==> src/hw/rtl/gemg_pkg.sv <==
// ----------------------------------------------------------------------------
// gemg_pkg
// Shared widths, configuration record and the command and status bundles
// that pass between the galvo ease-move controller and its datapath.
// ----------------------------------------------------------------------------
package gemg_pkg;

   // Position format: signed Q10.8.
   localparam int POS_W         = 18;
   localparam int POS_FRAC_BITS = 8;
   localparam logic signed [POS_W-1:0] POS_MAX = {1'b0, {(POS_W-1){1'b1}}};
   localparam logic signed [POS_W-1:0] POS_MIN = {1'b1, {(POS_W-1){1'b0}}};

   localparam int GAIN_W   = 8;
   localparam int DIVR_W   = 8;
   localparam int DIST_W   = 16;
   localparam int DUTY_W   = 8;
   localparam int WDIV_W   = 16;

   // Distance to target and the step quotient (distance times 16 over the divisor).
   localparam int DIFF_W   = POS_W + 1;
   localparam int MAG_W    = POS_W;
   localparam int QUO_W    = MAG_W + 4;
   localparam int DCNT_W   = $clog2(QUO_W);

   localparam int MAX_STEPS = 63;
   localparam int STEP_W    = 6;

   // Full duty span of the position window, in whole position units.
   localparam int DUTY_SPAN = 255;

   localparam int CSR_IDX_W  = 3;
   localparam int CSR_DATA_W = 16;

   typedef enum logic [CSR_IDX_W-1:0] {
      CSR_APPROACH_DIVISOR = 3'd0,
      CSR_SNAP_DISTANCE    = 3'd1,
      CSR_STEP_LIMIT       = 3'd2,
      CSR_RELATIVE_GAIN    = 3'd3,
      CSR_X_WINDOW_LOW     = 3'd4,
      CSR_X_WINDOW_HIGH    = 3'd5,
      CSR_Y_WINDOW_LOW     = 3'd6,
      CSR_Y_WINDOW_HIGH    = 3'd7
   } csr_index_type;

   typedef struct packed {
      logic [DIVR_W-1:0] approach_divisor;
      logic [DIST_W-1:0] snap_distance;
      logic [DIST_W-1:0] step_limit;
      logic [GAIN_W-1:0] relative_gain;
      logic [DUTY_W-1:0] x_window_low;
      logic [DUTY_W-1:0] x_window_high;
      logic [DUTY_W-1:0] y_window_low;
      logic [DUTY_W-1:0] y_window_high;
   } cfg_type;

   typedef struct packed {
      logic load_in;    // capture the request and scale the delta
      logic load_goal;  // settle the target, restart divisor and step count
      logic div_start;  // load the dividers with the remaining distance
      logic div_step;   // one quotient bit on each axis
      logic halve;      // halve both steps, grow the divisor
      logic update;     // move the position by the step
      logic snap;       // position takes the target, marks the final point
      logic duty_mul;   // register the window products
      logic out_load;   // load the result register
   } cmd_type;

   typedef struct packed {
      logic far;        // an axis is farther than the snap distance
      logic cap;        // step count at its limit
      logic div_last;   // the division is on its last bit
      logic too_big;    // a step is above the step limit
      logic final_pt;   // the pending result ends the move
   } status_type;

endpackage

==> src/hw/rtl/gemg_csr.sv <==
// ----------------------------------------------------------------------------
// gemg_csr
// Configuration registers of the ease-move generator, written through a
// valid/ready port by register index.
// ----------------------------------------------------------------------------
module gemg_csr (
   input  logic                               clock,
   input  logic                               reset,
   input  logic                               csr_valid,
   output logic                               csr_ready,
   input  logic [gemg_pkg::CSR_IDX_W-1:0]     csr_index,
   input  logic [gemg_pkg::CSR_DATA_W-1:0]    csr_data,
   output gemg_pkg::cfg_type                  cfg
);

   gemg_pkg::cfg_type cfg_ff;
   gemg_pkg::cfg_type cfg_in;

   localparam gemg_pkg::cfg_type CFG_RESET = '{
      approach_divisor : 8'd43,
      snap_distance    : 16'd128,
      step_limit       : 16'd7680,
      relative_gain    : 8'd38,
      x_window_low     : 8'd5,
      x_window_high    : 8'd190,
      y_window_low     : 8'd5,
      y_window_high    : 8'd190
   };

   assign csr_ready = 1'b1;

   always_comb begin
      cfg_in = cfg_ff;
      if (csr_valid) begin
         case (gemg_pkg::csr_index_type'(csr_index))
            gemg_pkg::CSR_APPROACH_DIVISOR: begin
               cfg_in.approach_divisor = csr_data[gemg_pkg::DIVR_W-1:0];
            end
            gemg_pkg::CSR_SNAP_DISTANCE: begin
               cfg_in.snap_distance = csr_data[gemg_pkg::DIST_W-1:0];
            end
            gemg_pkg::CSR_STEP_LIMIT: begin
               cfg_in.step_limit = csr_data[gemg_pkg::DIST_W-1:0];
            end
            gemg_pkg::CSR_RELATIVE_GAIN: begin
               cfg_in.relative_gain = csr_data[gemg_pkg::GAIN_W-1:0];
            end
            gemg_pkg::CSR_X_WINDOW_LOW: begin
               cfg_in.x_window_low = csr_data[gemg_pkg::DUTY_W-1:0];
            end
            gemg_pkg::CSR_X_WINDOW_HIGH: begin
               cfg_in.x_window_high = csr_data[gemg_pkg::DUTY_W-1:0];
            end
            gemg_pkg::CSR_Y_WINDOW_LOW: begin
               cfg_in.y_window_low = csr_data[gemg_pkg::DUTY_W-1:0];
            end
            gemg_pkg::CSR_Y_WINDOW_HIGH: begin
               cfg_in.y_window_high = csr_data[gemg_pkg::DUTY_W-1:0];
            end
            default: begin
               cfg_in = cfg_ff;
            end
         endcase
      end
   end

   always_ff @(posedge clock) begin
      if (reset) begin
         cfg_ff <= CFG_RESET;
      end else begin
         cfg_ff <= cfg_in;
      end
   end

   assign cfg = cfg_ff;

endmodule

==> src/hw/rtl/gemg_datapath.sv <==
// ----------------------------------------------------------------------------
// gemg_datapath
// Position and target registers, the two-lane restoring divider for the
// easing step, the halving unit and the duty mapping for both axes.
// ----------------------------------------------------------------------------
module gemg_datapath (
   input  logic                                    clock,
   input  logic                                    reset,
   input  gemg_pkg::cfg_type                       cfg,
   input  gemg_pkg::cmd_type                       cmd,
   output gemg_pkg::status_type                    status,
   input  logic                                    req_kind,
   input  logic signed [gemg_pkg::POS_W-1:0]       req_x_value,
   input  logic signed [gemg_pkg::POS_W-1:0]       req_y_value,
   output logic [gemg_pkg::DUTY_W-1:0]             rsp_x_duty,
   output logic [gemg_pkg::DUTY_W-1:0]             rsp_y_duty,
   output logic                                    rsp_final_point
);

   localparam int POS_W  = gemg_pkg::POS_W;
   localparam int DIFF_W = gemg_pkg::DIFF_W;
   localparam int MAG_W  = gemg_pkg::MAG_W;
   localparam int QUO_W  = gemg_pkg::QUO_W;
   localparam int DCNT_W = gemg_pkg::DCNT_W;
   localparam int WDIV_W = gemg_pkg::WDIV_W;
   localparam int DIST_W = gemg_pkg::DIST_W;
   localparam int DUTY_W = gemg_pkg::DUTY_W;
   localparam int STEP_W = gemg_pkg::STEP_W;
   localparam int PRD_W  = POS_W + gemg_pkg::GAIN_W + 1;
   localparam int SAT_W  = PRD_W + 1;
   localparam int SPN_W  = DUTY_W + 1;
   localparam int DPRD_W = POS_W + SPN_W;
   localparam int T_W    = DPRD_W - gemg_pkg::POS_FRAC_BITS + 2;
   localparam int U_W    = T_W - 1;
   localparam int LO_W   = 2 * DUTY_W;
   localparam logic [U_W-1:0] U_LOW  = U_W'(gemg_pkg::DUTY_SPAN);
   localparam logic [U_W-1:0] U_HIGH = U_W'(gemg_pkg::DUTY_SPAN * 256);

   // Truncation toward zero of a division by 16 (bias negatives by 15).
   function automatic logic signed [PRD_W-1:0] div16_tz(input logic signed [PRD_W-1:0] v);
      logic signed [PRD_W-1:0] b;
      b = v + {{(PRD_W-4){1'b0}}, {4{v[PRD_W-1]}}};
      return b >>> 4;
   endfunction

   function automatic logic signed [POS_W-1:0] sat_pos(input logic signed [SAT_W-1:0] v);
      logic signed [SAT_W-1:0] hi_lim;
      logic signed [SAT_W-1:0] lo_lim;
      hi_lim = SAT_W'(gemg_pkg::POS_MAX);
      lo_lim = SAT_W'(gemg_pkg::POS_MIN);
      if (v > hi_lim) begin
         return gemg_pkg::POS_MAX;
      end
      if (v < lo_lim) begin
         return gemg_pkg::POS_MIN;
      end
      return v[POS_W-1:0];
   endfunction

   // floor((lo*255*2^F + pos*(hi-lo)) / (255*2^F)), clamped to 1..hi.
   // The division by 255 takes the quotient by 256 and corrects it by one.
   function automatic logic [DUTY_W-1:0] duty_of(input logic signed [DPRD_W-1:0] p,
                                                 input logic [DUTY_W-1:0] lo,
                                                 input logic [DUTY_W-1:0] hi);
      logic [LO_W-1:0]         lo255;
      logic signed [T_W-1:0]   t;
      logic [U_W-1:0]          u;
      logic [15:0]             x;
      logic [7:0]              q0;
      logic [15:0]             r;
      logic [DUTY_W:0]         v;
      lo255 = {lo, 8'h00} - {8'h00, lo};
      t = T_W'(p >>> gemg_pkg::POS_FRAC_BITS) + T_W'({1'b0, lo255});
      u = t[U_W-1:0];
      x = u[15:0];
      q0 = x[15:8];
      r = x - ({q0, 8'h00} - {8'h00, q0});
      if (t[T_W-1] || (u < U_LOW)) begin
         v = (DUTY_W+1)'(1);
      end else if (u >= U_HIGH) begin
         v = {1'b1, {DUTY_W{1'b0}}};
      end else begin
         v = {1'b0, q0} + (DUTY_W+1)'(r >= 16'(gemg_pkg::DUTY_SPAN));
      end
      if (v > {1'b0, hi}) begin
         return hi;
      end
      return v[DUTY_W-1:0];
   endfunction

   // Control and architectural state.
   logic signed [POS_W-1:0]  x_pos_ff, x_pos_in, y_pos_ff, y_pos_in;
   logic signed [POS_W-1:0]  x_goal_ff, x_goal_in, y_goal_ff, y_goal_in;
   logic [WDIV_W-1:0]        wdiv_ff, wdiv_in;
   logic [STEP_W-1:0]        steps_ff, steps_in;
   logic [DCNT_W-1:0]        cnt_ff, cnt_in;
   logic                     fin_ff, fin_in;

   // Working payload.
   logic                     kind_ff, kind_in;
   logic signed [POS_W-1:0]  x_raw_ff, x_raw_in, y_raw_ff, y_raw_in;
   logic signed [PRD_W-1:0]  x_scl_ff, x_scl_in, y_scl_ff, y_scl_in;
   logic [QUO_W-1:0]         x_dvd_ff, x_dvd_in, y_dvd_ff, y_dvd_in;
   logic [WDIV_W-1:0]        x_rem_ff, x_rem_in, y_rem_ff, y_rem_in;
   logic                     x_neg_ff, x_neg_in, y_neg_ff, y_neg_in;
   logic signed [DPRD_W-1:0] x_dprd_ff, x_dprd_in, y_dprd_ff, y_dprd_in;
   logic [DUTY_W-1:0]        x_duty_ff, x_duty_in, y_duty_ff, y_duty_in;
   logic                     final_ff, final_in;

   logic signed [PRD_W-1:0]  x_prd, y_prd;
   logic signed [SAT_W-1:0]  x_gsum, y_gsum, x_usum, y_usum;
   logic signed [DIFF_W-1:0] x_diff, y_diff;
   logic [MAG_W-1:0]         x_mag, y_mag;
   logic [WDIV_W:0]          x_rsh, y_rsh, wdiv_ext, wdiv_grow;
   logic                     x_ge, y_ge;
   logic signed [DIST_W:0]   x_stp, y_stp;
   logic signed [SPN_W-1:0]  x_span, y_span;

   assign x_prd = PRD_W'(req_x_value) * PRD_W'($signed({1'b0, cfg.relative_gain}));
   assign y_prd = PRD_W'(req_y_value) * PRD_W'($signed({1'b0, cfg.relative_gain}));

   assign x_gsum = SAT_W'(x_pos_ff) + SAT_W'(x_scl_ff);
   assign y_gsum = SAT_W'(y_pos_ff) + SAT_W'(y_scl_ff);

   assign x_diff = DIFF_W'(x_goal_ff) - DIFF_W'(x_pos_ff);
   assign y_diff = DIFF_W'(y_goal_ff) - DIFF_W'(y_pos_ff);
   assign x_mag  = x_diff[DIFF_W-1] ? MAG_W'(-x_diff) : x_diff[MAG_W-1:0];
   assign y_mag  = y_diff[DIFF_W-1] ? MAG_W'(-y_diff) : y_diff[MAG_W-1:0];

   assign wdiv_ext = {1'b0, wdiv_ff};
   assign x_rsh = {x_rem_ff, x_dvd_ff[QUO_W-1]};
   assign y_rsh = {y_rem_ff, y_dvd_ff[QUO_W-1]};
   assign x_ge  = x_rsh >= wdiv_ext;
   assign y_ge  = y_rsh >= wdiv_ext;

   assign wdiv_grow = wdiv_ext + {2'b00, wdiv_ff[WDIV_W-1:1]};

   // Once the halving is through, each step fits the step limit width.
   assign x_stp = x_neg_ff ? -$signed({1'b0, x_dvd_ff[DIST_W-1:0]})
                           :  $signed({1'b0, x_dvd_ff[DIST_W-1:0]});
   assign y_stp = y_neg_ff ? -$signed({1'b0, y_dvd_ff[DIST_W-1:0]})
                           :  $signed({1'b0, y_dvd_ff[DIST_W-1:0]});
   assign x_usum = SAT_W'(x_pos_ff) + SAT_W'(x_stp);
   assign y_usum = SAT_W'(y_pos_ff) + SAT_W'(y_stp);

   assign x_span = $signed({1'b0, cfg.x_window_high}) - $signed({1'b0, cfg.x_window_low});
   assign y_span = $signed({1'b0, cfg.y_window_high}) - $signed({1'b0, cfg.y_window_low});

   always_comb begin
      x_pos_in  = x_pos_ff;
      y_pos_in  = y_pos_ff;
      x_goal_in = x_goal_ff;
      y_goal_in = y_goal_ff;
      wdiv_in   = wdiv_ff;
      steps_in  = steps_ff;
      cnt_in    = cnt_ff;
      fin_in    = fin_ff;
      kind_in   = kind_ff;
      x_raw_in  = x_raw_ff;
      y_raw_in  = y_raw_ff;
      x_scl_in  = x_scl_ff;
      y_scl_in  = y_scl_ff;
      x_dvd_in  = x_dvd_ff;
      y_dvd_in  = y_dvd_ff;
      x_rem_in  = x_rem_ff;
      y_rem_in  = y_rem_ff;
      x_neg_in  = x_neg_ff;
      y_neg_in  = y_neg_ff;
      x_dprd_in = x_dprd_ff;
      y_dprd_in = y_dprd_ff;
      x_duty_in = x_duty_ff;
      y_duty_in = y_duty_ff;
      final_in  = final_ff;

      if (cmd.load_in) begin
         kind_in  = req_kind;
         x_raw_in = req_x_value;
         y_raw_in = req_y_value;
         x_scl_in = div16_tz(x_prd);
         y_scl_in = div16_tz(y_prd);
      end

      if (cmd.load_goal) begin
         x_goal_in = kind_ff ? sat_pos(x_gsum) : x_raw_ff;
         y_goal_in = kind_ff ? sat_pos(y_gsum) : y_raw_ff;
         wdiv_in   = (cfg.approach_divisor != '0) ? WDIV_W'(cfg.approach_divisor)
                                                  : WDIV_W'(1);
         steps_in  = '0;
         fin_in    = 1'b0;
      end

      if (cmd.div_start) begin
         x_dvd_in = {x_mag, 4'h0};
         y_dvd_in = {y_mag, 4'h0};
         x_rem_in = '0;
         y_rem_in = '0;
         x_neg_in = x_diff[DIFF_W-1];
         y_neg_in = y_diff[DIFF_W-1];
         cnt_in   = '0;
      end

      if (cmd.div_step) begin
         x_rem_in = x_ge ? WDIV_W'(x_rsh - wdiv_ext) : x_rsh[WDIV_W-1:0];
         y_rem_in = y_ge ? WDIV_W'(y_rsh - wdiv_ext) : y_rsh[WDIV_W-1:0];
         x_dvd_in = {x_dvd_ff[QUO_W-2:0], x_ge};
         y_dvd_in = {y_dvd_ff[QUO_W-2:0], y_ge};
         cnt_in   = cnt_ff + DCNT_W'(1);
      end

      if (cmd.halve) begin
         x_dvd_in = x_dvd_ff >> 1;
         y_dvd_in = y_dvd_ff >> 1;
         wdiv_in  = wdiv_grow[WDIV_W] ? {WDIV_W{1'b1}} : wdiv_grow[WDIV_W-1:0];
      end

      if (cmd.update) begin
         x_pos_in = sat_pos(x_usum);
         y_pos_in = sat_pos(y_usum);
         steps_in = steps_ff + STEP_W'(1);
      end

      if (cmd.snap) begin
         x_pos_in = x_goal_ff;
         y_pos_in = y_goal_ff;
         fin_in   = 1'b1;
      end

      if (cmd.duty_mul) begin
         x_dprd_in = DPRD_W'(x_pos_ff) * DPRD_W'(x_span);
         y_dprd_in = DPRD_W'(y_pos_ff) * DPRD_W'(y_span);
      end

      if (cmd.out_load) begin
         x_duty_in = duty_of(x_dprd_ff, cfg.x_window_low, cfg.x_window_high);
         y_duty_in = duty_of(y_dprd_ff, cfg.y_window_low, cfg.y_window_high);
         final_in  = fin_ff;
      end
   end

   always_ff @(posedge clock) begin
      if (reset) begin
         x_pos_ff  <= '0;
         y_pos_ff  <= '0;
         x_goal_ff <= '0;
         y_goal_ff <= '0;
         wdiv_ff   <= '0;
         steps_ff  <= '0;
         cnt_ff    <= '0;
         fin_ff    <= 1'b0;
      end else begin
         x_pos_ff  <= x_pos_in;
         y_pos_ff  <= y_pos_in;
         x_goal_ff <= x_goal_in;
         y_goal_ff <= y_goal_in;
         wdiv_ff   <= wdiv_in;
         steps_ff  <= steps_in;
         cnt_ff    <= cnt_in;
         fin_ff    <= fin_in;
      end
   end

   always_ff @(posedge clock) begin
      kind_ff   <= kind_in;
      x_raw_ff  <= x_raw_in;
      y_raw_ff  <= y_raw_in;
      x_scl_ff  <= x_scl_in;
      y_scl_ff  <= y_scl_in;
      x_dvd_ff  <= x_dvd_in;
      y_dvd_ff  <= y_dvd_in;
      x_rem_ff  <= x_rem_in;
      y_rem_ff  <= y_rem_in;
      x_neg_ff  <= x_neg_in;
      y_neg_ff  <= y_neg_in;
      x_dprd_ff <= x_dprd_in;
      y_dprd_ff <= y_dprd_in;
      x_duty_ff <= x_duty_in;
      y_duty_ff <= y_duty_in;
      final_ff  <= final_in;
   end

   assign status.far      = (x_mag > MAG_W'(cfg.snap_distance)) ||
                            (y_mag > MAG_W'(cfg.snap_distance));
   assign status.cap      = steps_ff == STEP_W'(gemg_pkg::MAX_STEPS);
   assign status.div_last = cnt_ff == DCNT_W'(QUO_W - 1);
   assign status.too_big  = (x_dvd_ff > QUO_W'(cfg.step_limit)) ||
                            (y_dvd_ff > QUO_W'(cfg.step_limit));
   assign status.final_pt = fin_ff;

   assign rsp_x_duty      = x_duty_ff;
   assign rsp_y_duty      = y_duty_ff;
   assign rsp_final_point = final_ff;

`ifndef SYNTHESIS
   a_rem_below_divisor: assert property (@(posedge clock) disable iff (reset)
      (cmd.div_step && status.div_last) |=> (x_rem_ff < wdiv_ff) && (y_rem_ff < wdiv_ff))
      else $error("divider remainder not below the divisor");

   a_divisor_grows: assert property (@(posedge clock) disable iff (reset)
      cmd.halve |=> (wdiv_ff >= $past(wdiv_ff)))
      else $error("working divisor shrank on a halving");

   a_start_below_cap: assert property (@(posedge clock) disable iff (reset)
      cmd.div_start |-> (status.far && !status.cap))
      else $error("step started at the cap or within snap distance");

   a_snap_reaches_goal: assert property (@(posedge clock) disable iff (reset)
      cmd.snap |=> (x_pos_ff == x_goal_ff) && (y_pos_ff == y_goal_ff) && fin_ff)
      else $error("snap did not land on the target");
`endif

endmodule

==> src/hw/rtl/gemg_ctrl.sv <==
// ----------------------------------------------------------------------------
// gemg_ctrl
// Sequencer of the ease move: takes a request, runs divide, halve and
// update for each step, and hands every result to the output register.
// ----------------------------------------------------------------------------
module gemg_ctrl (
   input  logic                  clock,
   input  logic                  reset,
   input  logic                  req_valid,
   output logic                  req_ready,
   output logic                  rsp_valid,
   input  logic                  rsp_ready,
   input  gemg_pkg::status_type  status,
   output gemg_pkg::cmd_type     cmd
);

   typedef enum logic [6:0] {
      ST_IDLE  = 7'b0000001,
      ST_GOAL  = 7'b0000010,
      ST_CHECK = 7'b0000100,
      ST_DIV   = 7'b0001000,
      ST_HALVE = 7'b0010000,
      ST_MUL   = 7'b0100000,
      ST_OUT   = 7'b1000000
   } state_type;

   state_type state_ff, state_in;
   logic      rsp_valid_ff, rsp_valid_in;
   logic      out_free;

   assign out_free = !rsp_valid_ff || rsp_ready;

   always_comb begin
      state_in = state_ff;
      cmd      = '0;
      case (state_ff)
         ST_IDLE: begin
            if (req_valid) begin
               cmd.load_in = 1'b1;
               state_in    = ST_GOAL;
            end
         end
         ST_GOAL: begin
            cmd.load_goal = 1'b1;
            state_in      = ST_CHECK;
         end
         ST_CHECK: begin
            if (status.far && !status.cap) begin
               cmd.div_start = 1'b1;
               state_in      = ST_DIV;
            end else begin
               cmd.snap = 1'b1;
               state_in = ST_MUL;
            end
         end
         ST_DIV: begin
            cmd.div_step = 1'b1;
            if (status.div_last) begin
               state_in = ST_HALVE;
            end
         end
         ST_HALVE: begin
            // One halving per cycle until both steps fit the limit.
            if (status.too_big) begin
               cmd.halve = 1'b1;
            end else begin
               cmd.update = 1'b1;
               state_in   = ST_MUL;
            end
         end
         ST_MUL: begin
            cmd.duty_mul = 1'b1;
            state_in     = ST_OUT;
         end
         ST_OUT: begin
            if (out_free) begin
               cmd.out_load = 1'b1;
               state_in     = status.final_pt ? ST_IDLE : ST_CHECK;
            end
         end
         default: begin
            state_in = ST_IDLE;
         end
      endcase
   end

   assign rsp_valid_in = cmd.out_load || (rsp_valid_ff && !rsp_ready);

   always_ff @(posedge clock) begin
      if (reset) begin
         state_ff     <= ST_IDLE;
         rsp_valid_ff <= 1'b0;
      end else begin
         state_ff     <= state_in;
         rsp_valid_ff <= rsp_valid_in;
      end
   end

   assign req_ready = state_ff == ST_IDLE;
   assign rsp_valid = rsp_valid_ff;

`ifndef SYNTHESIS
   a_rsp_from_out: assert property (@(posedge clock) disable iff (reset)
      $rose(rsp_valid_ff) |-> $past(state_ff == ST_OUT))
      else $error("result raised outside the output state");

   a_final_ends_move: assert property (@(posedge clock) disable iff (reset)
      (state_ff == ST_OUT && out_free && status.final_pt) |=>
         (state_ff == ST_IDLE) && rsp_valid_ff)
      else $error("final result did not end the move");

   a_halve_exit: assert property (@(posedge clock) disable iff (reset)
      (state_ff == ST_HALVE && !status.too_big) |=> (state_ff == ST_MUL))
      else $error("step within limit did not move on to the duty stage");
`endif

endmodule

==> src/hw/rtl/galvo_ease_move_generator.sv <==
// Each accepted move loads the request and target; each easing step divides, halves
// (0 to 22 halvings), updates and emits a result; a snap result ends the move.
// The bit-serial divider of each step sets the rate; up to 64 results a move.
// One move at a time: the next request is taken once the final result is registered.
// Synchronous reset clears position, target and divisor and loads register defaults.
// ----------------------------------------------------------------------------
// galvo_ease_move_generator
// Exponential-ease motion generator for a two-axis beam: steps the stored
// position toward each requested target and emits a PWM duty pair per step.
// ----------------------------------------------------------------------------
module galvo_ease_move_generator (
   input  logic                                  clock,
   input  logic                                  reset,
   input  logic                                  req_valid,
   output logic                                  req_ready,
   input  logic                                  req_kind,
   input  logic signed [gemg_pkg::POS_W-1:0]     req_x_value,
   input  logic signed [gemg_pkg::POS_W-1:0]     req_y_value,
   output logic                                  rsp_valid,
   input  logic                                  rsp_ready,
   output logic [gemg_pkg::DUTY_W-1:0]           rsp_x_duty,
   output logic [gemg_pkg::DUTY_W-1:0]           rsp_y_duty,
   output logic                                  rsp_final_point,
   input  logic                                  csr_valid,
   output logic                                  csr_ready,
   input  logic [gemg_pkg::CSR_IDX_W-1:0]        csr_index,
   input  logic [gemg_pkg::CSR_DATA_W-1:0]       csr_data
);

   gemg_pkg::cfg_type    cfg;
   gemg_pkg::cmd_type    cmd;
   gemg_pkg::status_type status;

   gemg_csr u_csr (
      .clock     (clock),
      .reset     (reset),
      .csr_valid (csr_valid),
      .csr_ready (csr_ready),
      .csr_index (csr_index),
      .csr_data  (csr_data),
      .cfg       (cfg)
   );

   gemg_datapath u_datapath (
      .clock           (clock),
      .reset           (reset),
      .cfg             (cfg),
      .cmd             (cmd),
      .status          (status),
      .req_kind        (req_kind),
      .req_x_value     (req_x_value),
      .req_y_value     (req_y_value),
      .rsp_x_duty      (rsp_x_duty),
      .rsp_y_duty      (rsp_y_duty),
      .rsp_final_point (rsp_final_point)
   );

   gemg_ctrl u_ctrl (
      .clock     (clock),
      .reset     (reset),
      .req_valid (req_valid),
      .req_ready (req_ready),
      .rsp_valid (rsp_valid),
      .rsp_ready (rsp_ready),
      .status    (status),
      .cmd       (cmd)
   );

endmodule
==> config.mk <==
export PLATFORM = sky130hd
export DESIGN_NAME = galvo_ease_move_generator
export DESIGN_NICKNAME = d
export VERILOG_FILES = /design/src/hw/rtl/gemg_pkg.sv /design/src/hw/rtl/gemg_csr.sv /design/src/hw/rtl/gemg_datapath.sv /design/src/hw/rtl/gemg_ctrl.sv /design/src/hw/rtl/galvo_ease_move_generator.sv
export SDC_FILE = /design/constraint.sdc
export NUM_CORES = 2
export LEC_CHECK = 0
export BUFFER_PORTS_ARGS = -buffer_cell sky130_fd_sc_hd__buf_2
export CAP_MARGIN = 20
export CORE_ASPECT_RATIO = 0.8
export CORE_MARGIN = 3
export CORE_UTILIZATION = 45
export CTS_BUF_LIST = sky130_fd_sc_hd__clkbuf_4 sky130_fd_sc_hd__clkbuf_8
export DETAILED_ROUTE_END_ITERATION = 16
export PLACE_DENSITY = 0.68
export REMOVE_ABC_BUFFERS = 1
export SKIP_CTS_REPAIR_TIMING = 1
export SLEW_MARGIN = 20
export SYNTH_ARGS = -nofsm -noshare
export SYNTH_HDL_FRONTEND = slang
export SYNTH_SLANG_ARGS = --single-unit
==> constraint.sdc <==
create_clock -name clock -period 9.9 [get_ports clock]
set_input_delay 2.475 -clock clock [delete_from_list [all_inputs] [get_ports clock]]
set_output_delay 2.475 -clock clock [all_outputs]
set_load 0.02 [all_outputs]
==> reports/metrics.cfg <==
[worst_setup_path]
setup.worst_path.class = input port to flop
crit_path_top_delay_cell = fa_1
crit_path_max_fanout = 9
worstPathArrival_ns = 9.46
setup.worst_path.end_class = flop
timing.rr.end = u_datapath.rsp_x_duty[0]
cp_top_family = adder cells
cp_bufs_invs = 4
rrSetupSlack_ns = 1.44
cp-startpoint = req_y_value[6]
timing.critical_path.mode_cell = fa_1
worst_ep_required_time_ns = 10.39
reg2reg_start = u_csr.cfg[25]
timing.critical_path.from_type = input port
timing.reg2reg.worst_path_depth = 36
critPathMaxStageDelay_ns = 0.55

[yosys]
post_synth.cell_area_avg_sq_um = 8.69
seq_area_frac_synth_pct = 19.5
netlist_instances = 6022
number_of_enable_flip_flop_cells_after_synthesis = 214
postSynthRegisterBits = 404
synth-warning-count = 0
synth_top_flop_cell = edfxtp_1
asyncSetResetFlopFracSynth_pct = 0
synth_cell_type_count = 93
synth_area_sq_mm = 0.0523

[drt]
first_iteration_detailed_routing_drc_count = 3785
detailroute.via_count = 42900
postRouteAntennaNets = 0
drt_drc_violations_left = 0
route.final.wire_length_mm = 143
post_drt_via_cell_ratio = 5.64
route.detailed.wl_per_inst_um = 18.8
drtPass1Iterations = 6

[clock_network]
cts_htree_levels = 3
path_clk_slew_ns = 0.06
clkSinkCount = 404
worstSkewPairLatency_ns = 0.78
cts_buffer_count = 73
clock_tree.root_cell = clkbuf_8
tritoncts_clock_tree = yes
cts-root-to-sink-buffers = 3

[floorplanning]
die_h_um = 311
die_footprint_sq_mm = 0.120
rows = 111
io_pins = 81
core_region_area_sq_mm = 0.115
die_width_um = 387
start_util_pct = 45.5

[cells_and_area]
area_occupied_by_multi_input_gates_sq_mm = 0.0385
finalCoreUtilization_pct = 48.7
area.sequential_sq_mm = 0.0102
drive_above_1_share_pct = 5.82
synthToLayoutAreaGrowth_pct = 6.91
fill_count = 11000
num-nets-final = 7143

[power]
power.density_cell_area_mw_per_mm2 = 196
cellLeakagePower_nw = 26.2
worst_ir_drop_vdd_uv = 254

[sta]
grt_setup_unrepaired = no
setup_viol = 0
final-hold-violation-count = 0
finalHoldWorstSlack_ns = 0.463
timing_max_transition_violations_final = 0
setup_tns_ns = 0
clock.fmax_mhz = 111
timing.final.crit_period_ns = 8.97
min_period_over_period_pct = 90.6
tightest_slew_ns = 1.05
finalClockSkew_ns = 0.0503
slew_headroom_pct = 29.7

[grt]
grt_start_max_net_pins = 97
grt_pass1_vias = 41800
remaining_global_route_overflow = 0
gr-usage-all-layers_pct = 23.6
grt_antenna_before_repair = 4
global_route_wire_length_before_repair_mm = 230

[hold_path]
holdPathStages = 2
hold_end = u_csr.cfg[64]
holdCritStartpoint = u_csr.cfg[64]
hold_path.class = flop to flop

[placed_design]
post-dp-hpwl_mm = 115
port-buffer-count = 79
gpl.final_weighted_congestion = 0.966

[job]
timing.max_cap.violations = 0

[status]
result_of_the_run = complete, no violations

[registers in the layout, summed over array words and instances, names as in the netlist, 5 cells and up]
name and flops:
u_datapath.x_goal_ff 18, u_datapath.steps_ff 6, u_datapath.y_dvd_ff 22, u_datapath.rsp_x_duty 8, u_datapath.x_pos_ff 18, u_datapath.x_scl_ff 23, u_datapath.y_scl_ff 23, u_datapath.y_rem_ff 16
u_datapath.cnt_ff 5, u_datapath.x_rem_ff 16, u_datapath.y_pos_ff 18, u_datapath.x_dprd_ff 19, u_datapath.wdiv_ff 16, u_datapath.y_goal_ff 18, u_csr.cfg 80, u_datapath.y_dprd_ff 19
u_ctrl.state_ff 7, u_datapath.y_raw_ff 18, u_datapath.x_raw_ff 18, u_datapath.rsp_y_duty 8, u_datapath.x_dvd_ff 22
[per-stage QoR]
| step | instance area [sq um] | instances | setup WS, ns | total power [W] |
|---|---|---|---|---|
| 5_1_grt | 56000 | 7614 | 0.413 | 0.0119 |
| 6_report | 56000 | 7615 | 0.931 | 0.0110 |
| 2_1_floorplan | 51500 | 5810 | 1.01 | 0.00734 |
| 3_3_place_gp | 54300 | 7475 | 0.437 | 0.00885 |
| 3_5_place_dp | 54300 | 7476 | 0.324 | 0.00901 |
| 4_1_cts | 55900 | 7611 | 1.08 | 0.0109 |
[logic make-up after synthesis]
| family | share of synthesized area, % |
|---|---|
| other cells | 0.00716 |
| xor+xnor | 6.44 |
| simple gates | 17.9 |
| mux | 1.11 |
| compound gates | 15.5 |
| buf+inv | 7.06 |
| fa+ha+maj | 32.5 |
| flops | 19.5 |
[layout by cell type (no fill, tap or decap), types with 25 or more instances in the layout]
cell      instances
inv_1           758
nand2_1         650
ha_1            550
fa_1            505
nor2_1          356
a21oi_1         345
and2_1          310
xnor2_1         276
o21ai_0         236
edfxtp_1        214
dfxtp_1         190
nor3_1          114
xor2_1          106
a21o_1          105
nand2b_1         91
nand3_1          84
clkbuf_8         84
buf_2            78
buf_4            63
o21bai_1         57
o21a_1           56
nand4_1          49
nor2b_1          47
mux2i_1          47
a22oi_1          46
and3_1           45
a211oi_1         41
or3_1            36
a31oi_1          34
a211o_1          32
or2_2            27
o211ai_1         26
o31ai_1          25
[Yosys cell counts, drive strengths merged, types with 105 or more instances]
master | count | share of area, %
and2 | 310 | 3.7
nor3 | 116 | 1.1
nor2 | 361 | 2.6
clkbuf | 199 | 1.4
xnor2 | 277 | 4.6
fa | 505 | 19
inv | 760 | 5.5
dfxtp | 190 | 7.3
a21o | 105 | 1.5
edfxtp | 214 | 12
nand2 | 652 | 4.7
o21ai | 241 | 2.3
xor2 | 108 | 1.8
ha | 550 | 13
a21oi | 345 | 3.3
[how the worst max path moves through the flow]
| stage | endpoint | slack, ns | depth (start not counted) |
|---|---|---|---|
| after detailed placement | u_datapath.x_scl_ff[21] | 0.32 | 26 |
| final | u_datapath.y_scl_ff[20] | 0.93 | 27 |
| after global routing | u_datapath.y_scl_ff[20] | 0.41 | 28 |
| after CTS | u_datapath.x_scl_ff[21] | 1.08 | 26 |
| after floorplan | u_datapath.y_scl_ff[20] | 1.01 | 26 |
| after global placement | u_datapath.y_scl_ff[20] | 0.44 | 28 |
[tightest hold or removal path: stages, from the launching register on]
cell,delay [ns]
dfxtp_1,0.31
nand2_1,0.05
a21oi_1,0.05
[power breakdown]
| group | internal [W] | total [W] | switching, W |
|---|---|---|---|
| clock | 0.000975 | 0.00181 | 0.000835 |
| sequential | 0.00215 | 0.00236 | 0.000208 |
| combinational | 0.00272 | 0.00681 | 0.00409 |
[per-layer routing]
layer / global-route usage [%] / part of all wire [%] / vias up
met1: 36.3 / 49 / 20900
met5: 0 / 0 / -
met2: 33.5 / 40 / 1442
met3: 5.43 / 9.4 / 172
li1: - / - / 20500
met4: 4.57 / 1.9 / 0
[final cells by class]
| class | count | area share (%) |
|---|---|---|
| multi-input cells | 4646 | 68.8 |
| diodes | 3 | 0.0134 |
| repair buffers | 142 | 1.56 |
| well taps | 1525 | 3.41 |
| clock inverters | 29 | 0.508 |
| inverters | 760 | 5.10 |
| flip-flops and latches | 404 | 18.3 |
| clock buffers | 106 | 2.36 |
Power figures use the tool's default switching activity.
